File: config.mk
export PLATFORM = sky130hd
export DESIGN_NAME = waypoint_queue_with_collinear_prune
export DESIGN_NICKNAME = d
export VERILOG_FILES = /design/src/hdl/wpq_pkg.sv /design/src/hdl/wpq_mem.sv /design/src/hdl/waypoint_queue_with_collinear_prune.sv
export SDC_FILE = /design/constraint.sdc
export NUM_CORES = 1
export LEC_CHECK = 0
export ABC_CLOCK_PERIOD_IN_PS = 4800
export BUFFER_PORTS_ARGS = -buffer_cell sky130_fd_sc_hd__buf_2
export CAP_MARGIN = 20
export CORE_MARGIN = 2
export CORE_UTILIZATION = 57
export DETAILED_ROUTE_END_ITERATION = 10
export PLACE_DENSITY_LB_ADDON = 0.05
export SLEW_MARGIN = 20
export SYNTH_ARGS = -nofsm -noshare
export SYNTH_HDL_FRONTEND = slang
export SYNTH_SLANG_ARGS = --single-unit
File: constraint.sdc
create_clock -name clk -period 4.8 [get_ports clk]
set_input_delay 0.48 -clock clk [delete_from_list [all_inputs] [get_ports clk]]
set_output_delay 0.48 -clock clk [all_outputs]
set_load 0.01 [all_outputs]
File: src/hdl/wpq_pkg.sv
// ----------------------------------------------------------------------------
// wpq_pkg
// Shared types, codes and the straight-line test for the waypoint queue.
// ----------------------------------------------------------------------------
package wpq_pkg;

  typedef enum logic [1:0] {
    OP_PUSH  = 2'd0,
    OP_SHIFT = 2'd1,
    OP_CLEAR = 2'd2,
    OP_PRUNE = 2'd3
  } opcode_t;

  typedef enum logic [1:0] {
    ST_OK    = 2'd0,
    ST_FULL  = 2'd1,
    ST_EMPTY = 2'd2
  } status_t;

  typedef enum logic [1:0] {
    S_IDLE,
    S_PRUNE,
    S_PRUNE_LAST,
    S_FINISH
  } fsm_t;

  typedef struct packed {
    logic [7:0] x;
    logic [7:0] y;
  } point_t;

  localparam int unsigned POINT_W = 16;

  // point b lies on the vertical or horizontal line through a and c, which differ
  function automatic logic is_straight(input point_t a, input point_t b, input point_t c);
    logic vert;
    logic horz;
    vert = (a.x == b.x) && (c.x == b.x) && (c.y != a.y);
    horz = (a.y == b.y) && (c.y == b.y) && (c.x != a.x);
    return vert || horz;
  endfunction

endpackage

File: src/hdl/wpq_mem.sv
// ----------------------------------------------------------------------------
// wpq_mem
// Simple dual-port point store: one write port, one registered read port.
// ----------------------------------------------------------------------------
module wpq_mem #(
  parameter int unsigned DEPTH = 64,
  parameter int unsigned WIDTH = 16,
  localparam int unsigned AW = $clog2(DEPTH)
) (
  input  logic             clk,
  input  logic             we,
  input  logic [AW-1:0]    waddr,
  input  logic [WIDTH-1:0] wdata,
  input  logic             re,
  input  logic [AW-1:0]    raddr,
  output logic [WIDTH-1:0] rdata
);

  logic [WIDTH-1:0] mem [DEPTH];

  always_ff @(posedge clk) begin
    if (we) begin
      mem[waddr] <= wdata;
    end
  end

  always_ff @(posedge clk) begin
    if (re) begin
      rdata <= mem[raddr];
    end
  end

endmodule

File: src/hdl/waypoint_queue_with_collinear_prune.sv
// ----------------------------------------------------------------------------
// waypoint_queue_with_collinear_prune
// Circular FIFO of grid points with push, shift, clear and axis-aligned collinear pruning.
// ----------------------------------------------------------------------------
// Push, shift, clear and short prune go from idle to finish when taken;
//   the result is registered there, and a new request is taken only once
//   finish is done. A held result stalls the next request in finish.
// Prune of n >= 3 points streams the store through the single read port in
//   prune, writes the tail in prune-last, then sets the result in finish.
// Reset clears the head pointer, count and handshake state; store contents are
//   undefined until written and need no clearing pass.
module waypoint_queue_with_collinear_prune
  import wpq_pkg::*;
#(
  parameter int unsigned QUEUE_DEPTH = 64,
  localparam int unsigned PTR_W   = $clog2(QUEUE_DEPTH),
  localparam int unsigned CNT_W   = $clog2(QUEUE_DEPTH + 1),
  localparam int unsigned OUT_W   = 32 + 2 * CNT_W + 3,
  localparam int unsigned TDATA_W = ((OUT_W + 7) / 8) * 8
) (
  input  logic               clk,
  input  logic               rst,
  input  logic               s_tvalid,
  output logic               s_tready,
  input  logic [15:0]        s_tdata,  // in_x, in_y
  input  logic [1:0]         s_tuser,  // opcode
  output logic               m_tvalid,
  input  logic               m_tready,
  output logic [TDATA_W-1:0] m_tdata   // head_x, head_y, tail_x, tail_y, count,
                                       // space_left, not_empty, status
);

  localparam int unsigned SUM_W = CNT_W + 1;

  fsm_t             state, state_next;
  logic [PTR_W-1:0] head_ptr;
  logic [CNT_W-1:0] count;
  point_t           tail;
  status_t          status;
  logic             shift_ok;
  logic [PTR_W-1:0] rd_slot;
  logic [PTR_W-1:0] w_slot;
  logic [CNT_W-1:0] w_cnt;
  logic [CNT_W-1:0] arr;
  point_t           p_prev;
  point_t           p_cur;

  logic             s_accept;
  opcode_t          op;
  point_t           in_pt;
  logic             is_full;
  logic [SUM_W-1:0] push_sum;
  logic [PTR_W-1:0] push_slot;
  point_t           rd_pt;
  logic             keep_cur;
  logic             more_rd;
  logic             last_arr;
  logic             out_free;

  logic               mem_we;
  logic [PTR_W-1:0]   mem_waddr;
  logic [POINT_W-1:0] mem_wdata;
  logic               mem_re;
  logic [PTR_W-1:0]   mem_raddr;
  logic [POINT_W-1:0] mem_rdata;

  function automatic logic [PTR_W-1:0] wrap_inc(input logic [PTR_W-1:0] p);
    return (p == PTR_W'(QUEUE_DEPTH - 1)) ? '0 : p + 1'b1;
  endfunction

  assign s_tready  = (state == S_IDLE);
  assign s_accept  = s_tvalid && s_tready;
  assign op        = opcode_t'(s_tuser);
  assign in_pt     = '{x: s_tdata[7:0], y: s_tdata[15:8]};
  assign is_full   = (count == CNT_W'(QUEUE_DEPTH));
  assign push_sum  = SUM_W'(head_ptr) + SUM_W'(count);
  assign push_slot = (push_sum >= SUM_W'(QUEUE_DEPTH)) ?
                     PTR_W'(push_sum - SUM_W'(QUEUE_DEPTH)) : PTR_W'(push_sum);
  assign rd_pt     = point_t'(mem_rdata);
  assign keep_cur  = !is_straight(p_prev, p_cur, rd_pt);
  assign more_rd   = (arr + 1'b1) < count;
  assign last_arr  = (arr == count - 1'b1);
  assign out_free  = !m_tvalid || m_tready;

  wpq_mem #(
    .DEPTH (QUEUE_DEPTH),
    .WIDTH (POINT_W)
  ) u_mem (
    .clk   (clk),
    .we    (mem_we),
    .waddr (mem_waddr),
    .wdata (mem_wdata),
    .re    (mem_re),
    .raddr (mem_raddr),
    .rdata (mem_rdata)
  );

  // next state
  always_comb begin
    state_next = state;
    unique case (state)
      S_IDLE: begin
        if (s_accept) begin
          if (op == OP_PRUNE && count >= CNT_W'(3)) begin
            state_next = S_PRUNE;
          end else begin
            state_next = S_FINISH;
          end
        end
      end
      S_PRUNE: begin
        if (last_arr) begin
          state_next = S_PRUNE_LAST;
        end
      end
      S_PRUNE_LAST: state_next = S_FINISH;
      S_FINISH: begin
        if (out_free) begin
          state_next = S_IDLE;
        end
      end
      default: state_next = S_IDLE;
    endcase
  end

  // memory control
  always_comb begin
    mem_we    = 1'b0;
    mem_waddr = w_slot;
    mem_wdata = p_cur;
    mem_re    = 1'b0;
    mem_raddr = head_ptr;
    unique case (state)
      S_IDLE: begin
        if (s_accept) begin
          unique case (op)
            OP_PUSH: begin
              mem_we    = !is_full;
              mem_waddr = push_slot;
              mem_wdata = in_pt;
            end
            OP_SHIFT: mem_re = (count != '0);
            OP_PRUNE: mem_re = (count >= CNT_W'(3));
            OP_CLEAR: mem_re = 1'b0;
            default:  mem_re = 1'b0;
          endcase
        end
      end
      S_PRUNE: begin
        mem_re    = more_rd;
        mem_raddr = rd_slot;
        mem_we    = (arr >= CNT_W'(2)) && keep_cur;
      end
      S_PRUNE_LAST: begin
        mem_we    = 1'b1;
        mem_wdata = tail;
      end
      S_FINISH: mem_we = 1'b0;
      default:  mem_we = 1'b0;
    endcase
  end

  always_ff @(posedge clk) begin
    if (rst) begin
      state    <= S_IDLE;
      head_ptr <= '0;
      count    <= '0;
      m_tvalid <= 1'b0;
    end else begin
      state <= state_next;
      if (state == S_FINISH && out_free) begin
        m_tvalid <= 1'b1;
      end else if (m_tready) begin
        m_tvalid <= 1'b0;
      end
      unique case (state)
        S_IDLE: begin
          if (s_accept) begin
            unique case (op)
              OP_PUSH: begin
                shift_ok <= 1'b0;
                if (is_full) begin
                  status <= ST_FULL;
                end else begin
                  status <= ST_OK;
                  count  <= count + 1'b1;
                  tail   <= in_pt;
                end
              end
              OP_SHIFT: begin
                if (count == '0) begin
                  status   <= ST_EMPTY;
                  shift_ok <= 1'b0;
                end else begin
                  status   <= ST_OK;
                  shift_ok <= 1'b1;
                  head_ptr <= wrap_inc(head_ptr);
                  count    <= count - 1'b1;
                end
              end
              OP_CLEAR: begin
                status   <= ST_OK;
                shift_ok <= 1'b0;
                head_ptr <= '0;
                count    <= '0;
              end
              OP_PRUNE: begin
                status   <= ST_OK;
                shift_ok <= 1'b0;
                rd_slot  <= wrap_inc(head_ptr);
                w_slot   <= wrap_inc(head_ptr);
                w_cnt    <= CNT_W'(1);
                arr      <= '0;
              end
              default: begin
                status   <= ST_OK;
                shift_ok <= 1'b0;
              end
            endcase
          end
        end
        S_PRUNE: begin
          if (more_rd) begin
            rd_slot <= wrap_inc(rd_slot);
          end
          if (arr >= CNT_W'(2) && keep_cur) begin
            w_slot <= wrap_inc(w_slot);
            w_cnt  <= w_cnt + 1'b1;
          end
          p_prev <= p_cur;
          p_cur  <= rd_pt;
          arr    <= arr + 1'b1;
        end
        S_PRUNE_LAST: count <= w_cnt + 1'b1;
        S_FINISH: begin
          if (out_free) begin
            m_tdata  <= TDATA_W'({
              status,
              (count != '0),
              CNT_W'(QUEUE_DEPTH) - count,
              count,
              (count != '0) ? tail.y : 8'd0,
              (count != '0) ? tail.x : 8'd0,
              shift_ok ? rd_pt.y : 8'd0,
              shift_ok ? rd_pt.x : 8'd0
            });
          end
        end
      endcase
    end
  end

`ifndef ASSERT_OFF
  a_count_bound: assert property (@(posedge clk) disable iff (rst)
    count <= CNT_W'(QUEUE_DEPTH))
    else $error("point count above depth");

  a_push_grows: assert property (@(posedge clk) disable iff (rst)
    s_accept && op == OP_PUSH && !is_full |=> count == $past(count) + 1'b1)
    else $error("push did not add a point");

  a_prune_shrinks: assert property (@(posedge clk) disable iff (rst)
    state == S_PRUNE_LAST |=> count <= $past(count))
    else $error("prune grew the store");

  a_write_behind_read: assert property (@(posedge clk) disable iff (rst)
    state == S_PRUNE && arr >= CNT_W'(2) |-> w_cnt < arr)
    else $error("prune write overtook the read stream");

  a_no_write_in_finish: assert property (@(posedge clk) disable iff (rst)
    state == S_FINISH |-> !mem_we)
    else $error("store written while a result is pending");
`endif

endmodule

==> results of run 1 <==
kinds of logic after synthesis:
family	after synthesis	share of synthesized area
and+or+nand+nor	1993	0.186
muxes	7	0.00162
DFF	1181	0.735
adders and majority gates	32	0.00850
AOI/OAI and AO/OA	233	0.0330
xor gates and xnor gates	56	0.0108
other	1	0.0000781
buffers and inverters	263	0.0248
what timing repair did:
item | in CTS | in global routing
hold buffers | 16 | 0
resized for setup | 0 | 0
hold endpoints to repair | 16 | 0
state kept, by name, indices dropped and copies added, names as in the netlist:
signal,cells
state,2
p_cur,16
m_tdata,48
p_prev,16
rd_slot,6
arr,7
w_slot,6
tail,16
head_ptr,6
w_cnt,7
shift_ok,1
u_mem.mem,1024
u_mem.rdata,16
m_tvalid,1
count,7
status,2
worst max-delay path, cell delays in order (launching register included):
cell	delay (ns)
dfxtp_1	0.35
inv_1	0.10
ha_2	0.47
mux2_8	0.66
buf_4	0.48
nand2_1	0.14
nand3_1	0.08
nand4_1	0.14
o22ai_1	0.18
or4_1	0.67
cells in the mapped netlist, types with 3 or more instances:
| library cell | number | area (sq um) |
|---|---|---|
| a221o_1 | 16 | 160 |
| buf_1 | 16 | 60.1 |
| o21a_1 | 4 | 30.0 |
| o21ai_0 | 38 | 190 |
| ha_1 | 31 | 388 |
| nand4_1 | 132 | 826 |
| nand3_1 | 520 | 2600 |
| a21o_1 | 7 | 52.6 |
| nor2_1 | 40 | 150 |
| nand2b_1 | 6 | 37.5 |
| a21oi_1 | 26 | 130 |
| a211oi_1 | 6 | 45.0 |
| a31oi_1 | 21 | 131 |
| nand3b_1 | 5 | 37.5 |
| xnor2_1 | 33 | 289 |
| nor4_1 | 5 | 31.3 |
| clkbuf_1 | 94 | 353 |
| and2_1 | 42 | 263 |
| mux2_2 | 3 | 33.8 |
| o22ai_1 | 62 | 388 |
| dfxtp_1 | 16 | 320 |
| or2_2 | 4 | 25.0 |
| and3_1 | 19 | 119 |
| nor3b_1 | 6 | 45.0 |
| mux2i_1 | 3 | 30.0 |
| a21boi_0 | 16 | 120 |
| or4_1 | 19 | 143 |
| o32ai_1 | 4 | 35.0 |
| edfxtp_1 | 1165 | 35000 |
| o21ai_1 | 4 | 20.0 |
| nor3_1 | 91 | 455 |
| buf_2 | 116 | 581 |
| nand2_1 | 1095 | 4110 |
| nor2b_1 | 5 | 31.3 |
| buf_4 | 10 | 75.1 |
| xor2_1 | 21 | 184 |
| buf_6 | 3 | 33.8 |
| o221ai_1 | 3 | 26.3 |
| inv_1 | 24 | 90.1 |
cell type report:
type,count,area [sq um]
fillers,6015,28900
multi-input cells,2328,12100
inverters,24,90.1
clock buffers,140,3040
flip-flops and latches,1181,35300
clock inverters,77,791
well taps,1080,1350
repair buffers,247,2000
metrics by stage:
stage | util | instances | hold slack [ns] | instance area, sq um
5_1_grt | 0.654 | 5077 | 0.149 | 54600
2_1_floorplan | - | 3772 | 0.400 | 48000
3_3_place_gp | 0.606 | 4844 | 0.407 | 50600
6_report | 0.654 | 5077 | 0.121 | 54600
4_1_cts | 0.654 | 5077 | 0.0901 | 54600
3_5_place_dp | 0.606 | 4844 | 0.409 | 50600
report_power, final:
| group | leakage (uW) | switching [uW] | total (uW) | internal [uW] |
|---|---|---|---|---|
| sequential | 0.0107 | 353 | 14100 | 13700 |
| clock | 0.00186 | 3850 | 9110 | 5260 |
| combinational | 0.00616 | 6510 | 8600 | 2090 |
routing by layer:
| metal | GRT usage | vias to the layer above | share of wire |
|---|---|---|---|
| met5 | 0 | - | 0.00025 |
| met4 | 0.0998 | 4 | 0.034 |
| met3 | 0.0449 | 255 | 0.085 |
| met2 | 0.467 | 1516 | 0.46 |
| met1 | 0.425 | 15546 | 0.42 |
| li1 | - | 14038 | - |
worst min path at each step:
stage / cells after the start / startpoint / slack [ns] / to
after floorplan: 0 / status[0]$_DFFE_PP_ / 0.40 / m_tdata[47]$_DFFE_PP_
after global placement: 0 / status[0]$_DFFE_PP_ / 0.41 / m_tdata[47]$_DFFE_PP_
after detailed placement: 0 / status[0]$_DFFE_PP_ / 0.41 / m_tdata[47]$_DFFE_PP_
after CTS: 4 / m_tready / 0.09 / m_tvalid$_SDFFE_PP0P_
after global routing: 4 / m_tready / 0.15 / m_tvalid$_SDFFE_PP0P_
final: 4 / m_tready / 0.12 / m_tvalid$_SDFFE_PP0P_
==> impl_metrics.json, run 1 <==
{
  "cts_buffers": 117,
  "r2r_end": "u_mem.rdata[5]$_DFFE_PP_",
  "arrival_ns": 4.18,
  "crit_end": "u_mem.rdata[5]$_DFFE_PP_",
  "path_class": "reg2reg",
  "worst_pin_slew_ns": 1.15,
  "grt_max_degree": 117,
  "routed_wl_microns": 128000,
  "netlist_area_sq_mm": 0.0480,
  "clock_skew_ns": 0.0299,
  "post_drt_wl_per_cell_microns": 25.2,
  "core-area_sq_mm": 0.0836,
  "synth_cells": 3766,
  "avgSynthCellArea_sq_um": 12.7,
  "relSlewSlack": 0.233,
  "synth_edf_count": 1165,
  "nets": 3953,
  "routed_via_density": 6.18,
  "ant_nets": 0,
  "syn_to_final_growth_pct": 13.8,
  "period_share": 0.788,
  "first_iter_violations": 3846,
  "reg2reg_from": "state[1]$_SDFFE_PP0P_",
  "final_common_cell": "edfxtp_1",
  "place_ws_ns": 1.05,
  "cp.required_ns": 5.19,
  "die-area_sq_mm": 0.0866,
  "p_leak_uw": 0.0187,
  "tns_ns": 0,
  "grt_use_total": 0.296,
  "clk_path_buf_depth": 3,
  "power_uw": 31800,
  "grt_pass1_vias": 29633,
  "cts.clk_slew.worst_paths_ns": 0.06,
  "hold_violations": 0,
  "antenna_found_initial": 2,
  "die_h_microns": 294,
  "ys_types": 64,
  "irDropWorstVdd_mv": 0.382,
  "drive_gt1_frac": 0.125,
  "async_flop_share": 0,
  "synth-main-ff-cell": "edfxtp_1",
  "tritoncts": "yes",
  "report.final.slew_viol_count": 0,
  "grt_pass1_wl_microns": 189000,
  "synth_seq_cells": 1181,
  "clk_latency_ns": 0.70,
  "ys_seq_area_frac": 0.735,
  "dr.pass1.iters": 8,
  "gp_congestion": 0.905,
  "cp-start-kind": "register",
  "post-cts-setup-buffers": 0,
  "fmax_mhz": 264,
  "path_max_fanout": 111,
  "io_pins": 80,
  "drc": 0,
  "cap_viol_max_count": 0,
  "startpoint": "state[1]$_SDFFE_PP0P_",
  "dr_total_vias": 31359,
  "layout_common_cells": "edfxtp_1 (1165), nand2_1 (1095), nand3_1 (520)",
  "cts_num_sinks": 1181,
  "io_buffers": 72,
  "grt_overflow_total": 0,
  "clockRootBuffer": "clkbuf_16",
  "fp.dieW_microns": 294,
  "initial_core_util": 0.575,
  "powerDensity_mw_per_mm2": 582,
  "reg2reg_slack_ns": 1.02,
  "outcome": "completed",
  "place_hpwl_microns": 76600,
  "rows": 106,
  "antenna_cells": 0,
  "period_needed_ns": 3.78,
  "fin_ws_ns": 1.02,
  "rsz0062_at_grt": "false",
  "hold_path_class": "in2reg",
  "yosysWarnings": 0,
  "end_kind": "register",
  "ff2ff_path_depth": 9,
  "htreeDepth": 3,
  "setup_viol": 0
}
Power figures use the tool's default switching activity.
==> run 2, diff against run 1 <==
ABC_CLOCK_PERIOD_IN_PS = 3350   (was 4800)
clock period = 3.35 ns   (was 4.8 ns; I/O delays follow)
==> run 2 against run 1 <==
Final area is 3.3% higher. Die area stayed put. First-iteration DRC count is 6.9% higher. Largest cell class unchanged. Critical path depth is 3 higher. Highest routed layer unchanged.
==> impl_metrics.json, run 2 (synthesis results as in run 1) <==
{
  "io_buffers": 72,
  "cts_buffers": 117,
  "min_from": "rst",
  "grt_use_total": 0.310,
  "hold_path_depth": 2,
  "cap_viol_max_count": 0,
  "grt_max_degree": 101,
  "p_leak_uw": 0.0196,
  "gp_congestion": 0.941,
  "crit_buf_inv": 6,
  "hold_violations": 0,
  "cp.required_ns": 3.76,
  "ant_nets": 0,
  "dr_total_vias": 31690,
  "clock_skew_ns": 0.0376,
  "crit_chain": "inv_1 > ha_2 > buf_12 > buf_4 > o32ai_4 > buf_12 > buf_12 > nand3_1 > nand4_1 > o21ai_0 > buf_4 > or4_1",
  "irDropWorstVdd_mv": 0.961,
  "placed_area_sq_mm": 0.0519,
  "io_pins": 80,
  "rows": 106,
  "end_kind": "register",
  "reg2reg_slack_ns": 0.05,
  "final_cells": 5171,
  "drc": 0,
  "syn_to_final_growth_pct": 17.6,
  "final_common_cell": "edfxtp_1",
  "path_class": "reg2reg",
  "fin_hold_ws_ns": 0.0866,
  "path_max_fanout": 26,
  "initial_core_util": 0.575,
  "grt_pass1_wl_microns": 197000,
  "top_regs": "u_mem.mem: 1024 flops, m_tdata: 48 flops",
  "slowest_stage": "or4_1",
  "period_needed_ns": 3.30,
  "grt_pass1_vias": 30223,
  "multi_input_area_sq_mm": 0.0122,
  "cts_num_sinks": 1181,
  "reg2reg_from": "state[1]$_SDFFE_PP0P_",
  "post_drt_wl_per_cell_microns": 25.9,
  "clk_path_buf_depth": 3,
  "antenna_found_initial": 3,
  "worst_pin_slew_ns": 0.901,
  "place_hpwl_microns": 82400,
  "layout_common_cells": "edfxtp_1 (1165), nand2_1 (1095), nand3_1 (520)",
  "cpLargestDelayFamily": "buffers and inverters",
  "final_area_sq_mm": 0.0564,
  "fin_ws_ns": 0.0502,
  "cts.clk_slew.worst_paths_ns": 0.06,
  "setup_viol": 0,
  "top_register": "u_mem.mem",
  "report.final.slew_viol_count": 0,
  "dr.pass1.iters": 5,
  "outcome": "completed",
  "grt.busiest_layer": "met2",
  "nets": 4047,
  "min_to": "head_ptr[5]$_SDFFE_PP0P_",
  "die_h_microns": 294,
  "grt_overflow_total": 0,
  "place_ws_ns": -0.372,
  "rsz0062_at_grt": "false",
  "powerDensity_mw_per_mm2": 835,
  "clk_latency_ns": 0.71,
  "largest_register_ffs": 1024,
  "htreeDepth": 3,
  "die-area_sq_mm": 0.0866,
  "crit_top_cell": "buf_12",
  "fp.dieW_microns": 294,
  "routed_via_density": 6.13,
  "use_met2": 0.488,
  "post-route-util": 0.676,
  "fmax_mhz": 303,
  "first_iter_violations": 4111,
  "ff2ff_path_depth": 12,
  "seq_area_sq_mm": 0.0353,
  "hold_path_class": "in2reg",
  "fillers": 5916,
  "worst_path_largest_cell_delay_ns": 0.49,
  "relSlewSlack": 0.399,
  "met1_usage": 0.451,
  "drive_gt1_frac": 0.148,
  "dp_cells": 4916,
  "routed_wl_microns": 134000,
  "core-area_sq_mm": 0.0836,
  "cp-start-kind": "register",
  "arrival_ns": 3.71,
  "tritoncts": "yes",
  "r2r_end": "u_mem.rdata[2]$_DFFE_PP_",
  "period_share": 0.985,
  "use_met3": 0.0419,
  "clockRootBuffer": "clkbuf_16"
}
run 2: cell types whose count changed in the layout (fill, tap and decap cells not counted), sizes merged:
cell,delta
clkinvlp,+2
diode,+1
inv,-2
buf,+93
dlygate4sd3,+1
clkinv,+2
clkbuf,-1
bufinv,-2
run 2: area by class of cell:
type / instances / share of cell area
Clock buffer: 139 / 0.0533
Inverter: 24 / 0.00160
Multi-Input combinational cell: 2328 / 0.216
Sequential cell: 1181 / 0.625
Timing Repair Buffer: 341 / 0.0657
Clock inverter: 77 / 0.0135
Tap cell: 1080 / 0.0239
Antenna cell: 1 / 0.0000443
run 2: how the worst max path moves through the flow:
stage | startpoint | to | slack, ns | depth (start not counted)
2_1_floorplan | head_ptr[1]$_SDFFE_PP0P_ | u_mem.mem[58][0]$_DFFE_PP_ | -0.30 | 8
3_3_place_gp | arr[0]$_SDFFCE_PN0P_ | u_mem.mem[43][10]$_DFFE_PP_ | -0.32 | 11
3_5_place_dp | arr[0]$_SDFFCE_PN0P_ | u_mem.mem[43][11]$_DFFE_PP_ | -0.37 | 11
4_1_cts | head_ptr[1]$_SDFFE_PP0P_ | u_mem.mem[61][3]$_DFFE_PP_ | -0.26 | 8
5_1_grt | head_ptr[0]$_SDFFE_PP0P_ | u_mem.mem[15][14]$_DFFE_PP_ | 0.003 | 8
6_report | state[1]$_SDFFE_PP0P_ | u_mem.rdata[2]$_DFFE_PP_ | 0.05 | 12
run 2: what timing repair did:
item | in CTS | in global routing
hold buffers | 17 | 0
resized for setup | 16 | 7
buffers inserted | 1 | 20
endpoints found under the hold margin | 17 | 0
endpoints found under the setup margin | 752 | 480
pin swaps | 1 | 20
run 2: metal layers:
layer	share of wire	vias up
met4	0.034	2
li1	-	14243
met5	0.000090	-
met1	0.42	15682
met3	0.084	216
met2	0.46	1547
run 2: report_power, final:
group / internal, uW / leakage (uW) / switching [uW]
registers: 19600 / 0.0107 / 394
clock network: 7350 / 0.00185 / 5540
logic: 3940 / 0.00710 / 10300
run 2: metrics by stage:
stage / total power, uW / setup TNS (ns)
global route: 48800 / 0
floorplan: 27200 / -104.06
global placement: 33900 / -135.59
finish: 47100 / 0
CTS: 47100 / -8.19
detailed placement: 34200 / -155.85
